<file path="src/rtl/core/rti_pkg.sv">
`timescale 1ns / 1ps
// ----------------------------------------------------------------------------
// rti_pkg
// Shared types and constants of the ray / triangle intersection pipeline.
// ----------------------------------------------------------------------------
package rti_pkg;

  // distance format: unsigned Q16.16
  localparam int DIST_FRAC = 16;
  localparam int DIST_W    = 32;
  // barycentric quotient bits: values 0 .. 65536
  localparam int BARY_W    = 17;
  localparam logic [BARY_W:0] ONE_Q16 = 18'd65536;

  localparam int MIN_DIST_W = 16;
  localparam int CFG_DATA_W = 32;
  localparam int CFG_ADDR_W = 3;

  // register index decoded from paddr[2]
  localparam logic REG_MIN_DISTANCE = 1'b0;

  typedef enum logic [1:0] {
    AXIS_X = 2'd0,
    AXIS_Y = 2'd1,
    AXIS_Z = 2'd2
  } axis_t;

  // control that travels beside a beat
  typedef struct packed {
    logic valid;
    logic miss;
  } ctl_t;

endpackage

</file>
<file path="src/rtl/core/rti_udiv.sv">
`timescale 1ns / 1ps
// ----------------------------------------------------------------------------
// rti_udiv
// Pipelined restoring divider, one quotient bit per stage, with sideband.
// ----------------------------------------------------------------------------
module rti_udiv #(
  parameter int DW = 8,
  parameter int QW = 8,
  parameter int SW = 1
) (
  input  logic           clk,
  input  logic           rst,
  input  logic           en,
  input  rti_pkg::ctl_t  in_ctl,
  input  logic [DW-1:0]  rem0,     // partial remainder, below dsr
  input  logic [QW-1:0]  low,      // dividend bits still to shift in, msb first
  input  logic [DW-1:0]  dsr,
  input  logic [SW-1:0]  side_in,
  output rti_pkg::ctl_t  out_ctl,
  output logic [QW-1:0]  quo,
  output logic [SW-1:0]  side_out
);

  logic [DW-1:0] rem [QW];
  logic [QW-1:0] lo  [QW];
  logic [DW-1:0] dv  [QW];
  logic [QW-1:0] qo  [QW];
  logic [SW-1:0] sd  [QW];
  logic          vl  [QW];
  logic          ms  [QW];

  for (genvar k = 0; k < QW; k++) begin : g_stage
    logic [DW-1:0] c_rem;
    logic [QW-1:0] c_lo;
    logic [DW-1:0] c_dv;
    logic [QW-1:0] c_qo;
    logic [SW-1:0] c_sd;
    logic          c_vl;
    logic          c_ms;
    logic [DW:0]   trial;
    logic [DW:0]   diff;
    logic          ge;

    if (k == 0) begin : g_first
      assign c_rem = rem0;
      assign c_lo  = low;
      assign c_dv  = dsr;
      assign c_qo  = '0;
      assign c_sd  = side_in;
      assign c_vl  = in_ctl.valid;
      assign c_ms  = in_ctl.miss;
    end else begin : g_next
      assign c_rem = rem[k-1];
      assign c_lo  = lo[k-1];
      assign c_dv  = dv[k-1];
      assign c_qo  = qo[k-1];
      assign c_sd  = sd[k-1];
      assign c_vl  = vl[k-1];
      assign c_ms  = ms[k-1];
    end

    assign trial = {c_rem, c_lo[QW-1]};
    assign diff  = trial - {1'b0, c_dv};
    assign ge    = trial >= {1'b0, c_dv};

    always_ff @(posedge clk) begin
      if (rst) begin
        vl[k] <= 1'b0;
      end else if (en) begin
        vl[k] <= c_vl;
      end
    end

    always_ff @(posedge clk) begin
      if (en) begin
        rem[k] <= ge ? diff[DW-1:0] : trial[DW-1:0];
        lo[k]  <= {c_lo[QW-2:0], 1'b0};
        dv[k]  <= c_dv;
        qo[k]  <= {c_qo[QW-2:0], ge};
        sd[k]  <= c_sd;
        ms[k]  <= c_ms;
      end
    end
  end

  assign out_ctl.valid = vl[QW-1];
  assign out_ctl.miss  = ms[QW-1];
  assign quo           = qo[QW-1];
  assign side_out      = sd[QW-1];

endmodule

</file>
<file path="config.mk">
export PLATFORM = sky130hd
export DESIGN_NAME = rti_udiv
export DESIGN_NICKNAME = d
export VERILOG_FILES = /design/src/rtl/core/rti_pkg.sv /design/src/rtl/core/rti_udiv.sv
export SDC_FILE = /design/constraint.sdc
export NUM_CORES = 1
export LEC_CHECK = 0
export BUFFER_PORTS_ARGS = -buffer_cell sky130_fd_sc_hd__buf_2
export CAP_MARGIN = 30
export CORE_ASPECT_RATIO = 2
export CORE_UTILIZATION = 60
export CTS_CLUSTER_DIAMETER = 50
export DETAILED_ROUTE_END_ITERATION = 6
export PLACE_DENSITY = 0.84
export REMOVE_ABC_BUFFERS = 1
export SLEW_MARGIN = 20
export SYNTH_ARGS = -nofsm -noshare
export SYNTH_HDL_FRONTEND = slang
export SYNTH_SLANG_ARGS = --single-unit
</file>
<file path="constraint.sdc">
create_clock -name clk -period 5.6 [get_ports clk]
set_input_delay 0.84 -clock clk [delete_from_list [all_inputs] [get_ports clk]]
set_output_delay 0.84 -clock clk [all_outputs]
set_load 0.005 [all_outputs]
</file>
# Word-level counts from Yosys, hierarchy flattened
# Memory sizes are Yosys's and may differ from the RTL's.
# Index checks and enable logic that the tools add are counted.
# W data, S select, Z words.
[classes]
bitwise = 8
n_mux = 22
addsub = 8
order_cmp = 8
[op_table]
columns = ["operator", "count"]
rows = [
  ["$ge A9 B8 Y1", 8],
  ["$mux W8", 8],
  ["$sub A8 B8 Y8", 8],
  ["$mux W1", 14],
  ["$or A1 B1 Y1", 8],
]
[totals]
output_inout_bits = 11
regBits = 0
input_bits = 30
mem_bits_rw = 272
wordCells = 53
memories = 7
[memory_table]
columns = ["memory", "words", "width", "read_ports", "rd_ports_with_merged_regs", "wr", "line", "source"]
rows = [
  ["dv", 8, 8, 7, 0, 8, "rti_udiv.sv:26", "logic [DW-1:0] dv [QW];"],
  ["qo", 8, 8, 8, 0, 8, "rti_udiv.sv:27", "logic [QW-1:0] qo [QW];"],
  ["rem", 8, 8, 7, 0, 8, "rti_udiv.sv:24", "logic [DW-1:0] rem [QW];"],
  ["lo", 8, 7, 7, 0, 8, "rti_udiv.sv:25", "logic [QW-1:0] lo [QW];"],
  ["ms", 8, 1, 8, 0, 8, "rti_udiv.sv:30", "logic ms [QW];"],
  ["sd", 8, 1, 8, 0, 8, "rti_udiv.sv:28", "logic [SW-1:0] sd [QW];"],
  ["+1 memories", "n/a", "n/a", "n/a", "n/a", "n/a", "n/a", ""],
]

# Longest topological paths before layout
# Gate-level depths: netlist of run 1.
[logic_depth]
depth_word = 4
ltp_mapped = 8
ltp_nobuf = 8

# Least setup slack after synthesis of run 1
# OpenSTA, ideal clock, no wires.
[synth_path]
kind = "input to register"
startpoint = "input dsr[4]"
endpoint = "memory rem[0][0] (data pin)"
setup_time_ns = 0.267
slack_ns = 3.181
path_buffers = 1
required_time_ns = 5.333
cell_stages = 7
arrival_time_ns = 2.152
path_cell_list = "inv_1 ha_1 a21oi_1 o221ai_1 a21oi_1 clkbuf_1 o21ai_0"
[synth_rtl]
columns = ["item", "line", "source"]
rows = [
  ["start, declared", "rti_udiv.sv:17", "input logic [DW-1:0] dsr,"],
  ["end, declared", "rti_udiv.sv:24", ""],
]

==> results of run 1 <==
[flip-flops by register name (all words and copies together) (netlist names)]
name / flops
qo: 36
lo: 28
rem: 56
vl: 8
sd: 8
dv: 56
ms: 8
[stage by stage]
| stage | hold slack (ns) | util, % | instances | setup slack (ns) |
|---|---|---|---|---|
| finish | 0.4165 | 67.71 | 977 | 2.931 |
| global route | 0.4255 | 67.71 | 977 | 2.766 |
| detailed placement | 0.4045 | 64.08 | 945 | 2.567 |
| global placement | 0.4005 | 64.03 | 944 | 2.719 |
| CTS | 0.4174 | 67.68 | 977 | 2.911 |
| floorplan | 0.4003 | - | 702 | 3.086 |
[cells in the mapped netlist (all sizes together), types with 5 or more instances]
cell,number
edfxtp,200
inv,102
ha,64
nand2,35
a21oi,29
o21ai,27
o21a,24
mux2,22
nor2,22
xnor2,19
nor2b,17
a21o,14
mux2i,14
nor3,13
and2,8
fa,7
nand4,7
o31ai,7
and3,5
nand3,5
xor2,5
[power by group through the flow]
| stage | sequential (uW) | combinational, uW | clock (uW) |
|---|---|---|---|
| floorplan | 2090 | 1080 | 0 |
| global placement | 2110 | 1310 | 0 |
| detailed placement | 2130 | 1400 | 0 |
| CTS | 2090 | 1410 | 1180 |
| global route | 2110 | 1550 | 1240 |
| finish | 2090 | 1410 | 1170 |
[path summary, 6_finish.rpt]
| check | from | endpoint | slack, ns | cells after the start |
|---|---|---|---|---|
| min | sd[1][0]$_DFFE_PP_ | sd[1][1]$_DFFE_PP_ | 0.42 | 0 |
| min reg2reg | sd[1][0]$_DFFE_PP_ | sd[1][1]$_DFFE_PP_ | 0.42 | 0 |
| max reg2reg | dv[1][1]$_DFFE_PP_ | rem[2][4]$_DFFE_PP_ | 2.93 | 7 |
| max | dv[1][1]$_DFFE_PP_ | rem[2][4]$_DFFE_PP_ | 2.93 | 7 |
[area by class of cell]
class                   count  area, um^2  share of cell area (%)
multi-input cells         400        3188                   30.00
clock buffers              18       429.2                   4.038
well taps                 201       251.5                   2.366
repair buffers             42       234.0                   2.202
clock inverters            14       136.4                   1.283
inverters                 102       382.9                   3.603
flip-flops and latches    200        6006                   56.51
[metal layers]
| layer | vias up | GRT usage (%) |
|---|---|---|
| li1 | 2717 | - |
| met1 | 2776 | 17.97 |
| met2 | 136 | 43.10 |
| met3 | 48 | 4.251 |
| met4 | 0 | 11.24 |
| met5 | - | 0 |
[cells by family (layout without fill, tap and decap cells)]
logic type | Yosys count | after routing | share of synthesized area, %
flip-flops | 200 | 200 | 62.56
AO/OA/AOI/OAI | 141 | 141 | 10.24
AND/OR/NAND/NOR | 128 | 128 | 6.894
buffers and inverters | 107 | 176 | 4.275
adder cells (fa/ha/maj) | 71 | 71 | 9.801
multiplexers | 36 | 36 | 4.040
XOR/XNOR | 24 | 24 | 2.189
[cells in the final DEF, fill, tap and decap left out, types with 7 or more instances in the layout]
cell       netlist  layout
o21a_1          24      24
nand2_1         35      35
nor3_1          12      12
and2_1           8       8
ha_1            64      64
o21ai_0         27      27
mux2i_1         14      14
o31ai_1          7       7
inv_1          102     102
fa_1             7       7
mux2_2          22      22
xnor2_1         19      19
nor2_1          22      22
a21oi_1         28      27
clkbuf_16        0      17
nand4_1          7       7
a21o_1          14      14
nor2b_1         17      17
edfxtp_1       200     200
buf_2            1      39
==> flow_metrics.env, run 1 <==
export IMPL_vias=5677
export IMPL_synth_area_leader_cell="edfxtp_1"
export IMPL_cts_buffers=17
export IMPL_p_sw_uw=1443
export IMPL_path_buf_inv=1
export IMPL_synth_area_leaders="edfxtp_1 63%, ha_1 8.3%, inv_1 4.0%"
export IMPL_grt_max_degree=104
export IMPL_io_pins=41
export IMPL_critPathKind="flip-flop to flip-flop"
export IMPL_area_growth_pct=10.70
export IMPL_antenna_found_initial=0
export IMPL_fp_coreArea_um2=15700
export IMPL_grt_usage_pct=21.10
export IMPL_synthDominantCellAreaShare_pct=62.56
export IMPL_drtPass1Iterations=7
export IMPL_die_area_um2=16540
export IMPL_cp_top_family="compound AO/OA/AOI/OAI gates"
export IMPL_drt_wl_total_um=16480
export IMPL_wl_met3_um=408
export IMPL_cp_data_arrival_time_ns=2.85
export IMPL_clk_path_buf_depth=2
export IMPL_async_flop_share_pct=0
export IMPL_critPathMaxFanout=8
export IMPL_endpoint_kind="flip-flop"
export IMPL_placedInstanceArea_um2=10060
export IMPL_design_area_um2=10630
export IMPL_setup_violations=0
export IMPL_path_clk_slew_ns=0.07
export IMPL_maxSlewHeadroom_pct=45.93
export IMPL_die_width_um=91.45
export IMPL_fill_cells=1065
export IMPL_grt_overflow_total=0
export IMPL_wl_per_cell_um=16.87
export IMPL_synth_edf_count=200
export IMPL_crit_chain="inv_1, ha_1, nor2b_1, o21ai_0, a21oi_1, a21boi_2, mux2_2"
export IMPL_dieHeight_um=180.9
export IMPL_netlist_instances=707
export IMPL_drt_iter0_drc=357
export IMPL_nets=864
export IMPL_clkPwrFrac_pct=24.9
export IMPL_fin_total_pwr_uw=4674
export IMPL_status="completed"
export IMPL_p_per_area_nw_per_um2=439.8
export IMPL_clock_latency_ns=0.44
export IMPL_fin_crit_ns=2.669
export IMPL_rsz0062_at_grt="no"
export IMPL_initial_core_util_pct=61.16
export IMPL_slowest_stage="a21boi_2"
export IMPL_diodes=0
export IMPL_row_count=65
export IMPL_drt_met1_wl_um=5408
export IMPL_viasPerCell=5.811
export IMPL_post_route_period_util_pct=47.67
export IMPL_htreeDepth=4
export IMPL_fmax_mhz=374.6
export IMPL_cts_tree="yes"
export IMPL_fin_skew_ns=0.01630
export IMPL_wl_met2_um=10050
export IMPL_critPathLaunchType="flip-flop"
export IMPL_dp_hpwl_um=11780
export IMPL_intPower_uw=3230
export IMPL_grt_pass1_vias=5997
export IMPL_slew_violations=0
export IMPL_ys_ff_latch=200
export IMPL_grt_pass1_wl_um=26680
export IMPL_ir_drop_mv=0.2670
export IMPL_cts_resized=0
export IMPL_cpPeakStageDelay_ns=0.53
export IMPL_fin_tns_setup_ns=0
export IMPL_p_comb_share_pct=30.3
export IMPL_drive_above_1_share_pct=13.53
export IMPL_cts_root_buf="clkbuf_16"
export IMPL_yosysSeqAreaShare_pct=62.56
export IMPL_synthFlopType="edfxtp_1"
export IMPL_top_layer="met4"
export IMPL_yosysWarningCount=0
export IMPL_cts_setup_buffers=0
export IMPL_synth_area_um2=9600
export IMPL_port_buffers=40
export IMPL_worst_pin_slew_ns=0.8110
export IMPL_power_leakage_uw=0.004275
export IMPL_hp_class="flip-flop to flip-flop"
export IMPL_hold_viol=0
export IMPL_seqPwrFrac_pct=44.8
export IMPL_ant_nets=0
export IMPL_gp_congestion=0.8839
export IMPL_syn_area_per_cell_um2=13.58
export IMPL_crit_required_ns=5.78
export IMPL_cts_sinks=200
export IMPL_cts_hold_buf=0
export IMPL_drc=0
export IMPL_p_sw_share_pct=30.88
export IMPL_ys_types=55
export IMPL_max_cap_violations=0
(Power assumes the default switching activity.)
==> run 2, diff against run 1 <==
Clock period 5.6 ns to 2.8 ns, I/O delays scaled along.
==> run 2 against run 1 <==
  * First-iteration DRC count is 5.6% higher
  * Fmax is 3.5% higher
  * Critical path depth is 1 lower
  * Utilization is 0.47 points higher
  * Routed wire length is 4.3% higher
  * Critical path type unchanged
  * Largest power group unchanged
  * Highest routed layer unchanged
==> flow_metrics.env, run 2 (synthesis gave the netlist of run 1 again) <==
export IMPL_status="completed"
export IMPL_grt_pass1_wl_um=27390
export IMPL_cts_setup_buffers=0
export IMPL_use_met3_pct=4.251
export IMPL_dieHeight_um=180.9
export IMPL_fin_crit_ns=2.579
export IMPL_max_cap_violations=0
export IMPL_crit_required_ns=2.99
export IMPL_grt_usage_pct=21.94
export IMPL_mostFrequentLayoutCells="200 x edfxtp_1, 102 x inv_1, 64 x ha_1, 39 x buf_2, 35 x nand2_1"
export IMPL_ff2ff_setup_slack_ns=0.22
export IMPL_critPathLaunchType="flip-flop"
export IMPL_grt_overflow_total=0
export IMPL_fin_skew_ns=0.01422
export IMPL_p_per_area_nw_per_um2=890.5
export IMPL_hp_class="input port to flip-flop"
export IMPL_cts_resized=0
export IMPL_diodes=0
export IMPL_met1_usage_pct=18.61
export IMPL_post_route_util_pct=68.18
export IMPL_busiest_layer="met2"
export IMPL_ant_nets=0
export IMPL_antenna_found_initial=0
export IMPL_rr_startpoint="rem[3][5]$_DFFE_PP_"
export IMPL_ir_drop_mv=0.5847
export IMPL_gp_congestion=0.9158
export IMPL_hold_viol=0
export IMPL_intPower_uw=6578
export IMPL_worst_pin_slew_ns=0.5542
export IMPL_fmax_mhz=387.8
export IMPL_cts_hold_buf=0
export IMPL_die_width_um=91.45
export IMPL_cts_sinks=200
export IMPL_rsz0062_at_grt="no"
export IMPL_htreeDepth=4
export IMPL_grt_pass1_vias=6096
export IMPL_hold_depth=1
export IMPL_rr_endpoint="rem[4][6]$_DFFE_PP_"
export IMPL_row_count=65
export IMPL_fp_coreArea_um2=15700
export IMPL_drt_wl_total_um=17190
export IMPL_whs_ns=0.1549
export IMPL_drtPass1Iterations=5
export IMPL_hp_start="low[5]"
export IMPL_maxSlewHeadroom_pct=63.06
export IMPL_slew_violations=0
export IMPL_area_growth_pct=11.47
export IMPL_critPathKind="flip-flop to flip-flop"
export IMPL_drt_iter0_drc=377
export IMPL_clk_path_buf_depth=2
export IMPL_final_common_cell="edfxtp_1"
export IMPL_p_comb_share_pct=30.4
export IMPL_cts_tree="yes"
export IMPL_timing_critical_path_from="rem[3][5]$_DFFE_PP_"
export IMPL_drc=0
export IMPL_fin_tns_setup_ns=0
export IMPL_top_regs="dv x56, rem x56, qo x36"
export IMPL_rr_worst_depth=6
export IMPL_power_leakage_uw=0.004314
export IMPL_critPathMaxFanout=8
export IMPL_setup_violations=0
export IMPL_cp_data_arrival_time_ns=2.77
export IMPL_clkPwrFrac_pct=25.5
export IMPL_use_met2_pct=43.73
export IMPL_seqPwrFrac_pct=44.1
export IMPL_vias=5707
export IMPL_dp_hpwl_um=12510
export IMPL_endpoint_kind="flip-flop"
export IMPL_cts_root_buf="clkbuf_16"
export IMPL_clock_latency_ns=0.44
export IMPL_viasPerCell=5.812
export IMPL_p_sw_uw=2952
export IMPL_cts_buffers=17
export IMPL_grt_max_degree=72
export IMPL_fin_total_pwr_uw=9529
export IMPL_initial_core_util_pct=61.16
export IMPL_wl_per_cell_um=17.51
export IMPL_whs_endpoint="lo[0][5]$_DFFE_PP_"
export IMPL_port_buffers=40
export IMPL_die_area_um2=16540
export IMPL_fill_cells=1033
export IMPL_post_route_period_util_pct=92.10
export IMPL_path_clk_slew_ns=0.08
export IMPL_p_sw_share_pct=30.97
export IMPL_nets=869
export IMPL_drive_above_1_share_pct=13.96
export IMPL_io_pins=41
==> run 2: layout make-up <==
class                      instances  area (um^2)  share of cell area (%)
clock inverter                    14        163.9                   1.532
multi-input combinational        400         3184                   29.76
sequential                       200         6006                   56.12
clock buffer                      18        429.2                   4.010
tap                              201        251.5                   2.350
timing repair buffer              47        284.0                   2.654
inverter                         102        382.9                   3.578
==> run 2: worst max path at each step <==
stage                     slack, ns  cells past startpoint                  end
after floorplan                0.50                      6  rem[4][2]$_DFFE_PP_
after global placement         0.34                      6  rem[6][7]$_DFFE_PP_
after detailed placement       0.24                      7  rem[4][6]$_DFFE_PP_
after CTS                      0.24                      6  rem[4][6]$_DFFE_PP_
after global routing           0.13                      7  rem[4][6]$_DFFE_PP_
final                          0.22                      6  rem[4][6]$_DFFE_PP_
==> run 2: power groups by stage <==
stage | clock network [uW] | registers [uW] | logic [uW]
after global routing | 2540 | 4240 | 3170
final | 2430 | 4200 | 2900
after CTS | 2460 | 4200 | 2890
after floorplan | 0 | 4170 | 2150
after detailed placement | 0 | 4260 | 2860
after global placement | 0 | 4230 | 2690
==> run 2: critical path, stage by stage (launching register included) <==
cell and delay, ns:
edfxtp_1 0.41, ha_1 0.42, a21oi_4 0.18, o31ai_1 0.11
a211o_2 0.36, nor3_4 0.46, mux2_2 0.40
==> run 2: metrics by stage <==
step	std cells	area [um^2]	setup slack, ns
after global placement	950	10110	0.3445
after floorplan	702	9573	0.5043
after CTS	982	10700	0.2360
after global routing	982	10700	0.1278
final	982	10700	0.2213
after detailed placement	950	10110	0.2440
==> run 2: routing by layer <==
metal	vias to the layer above	wire length, um
met5	-	0
met3	57	484
met2	150	10300
li1	2719	-
met4	0	859
met1	2781	5546
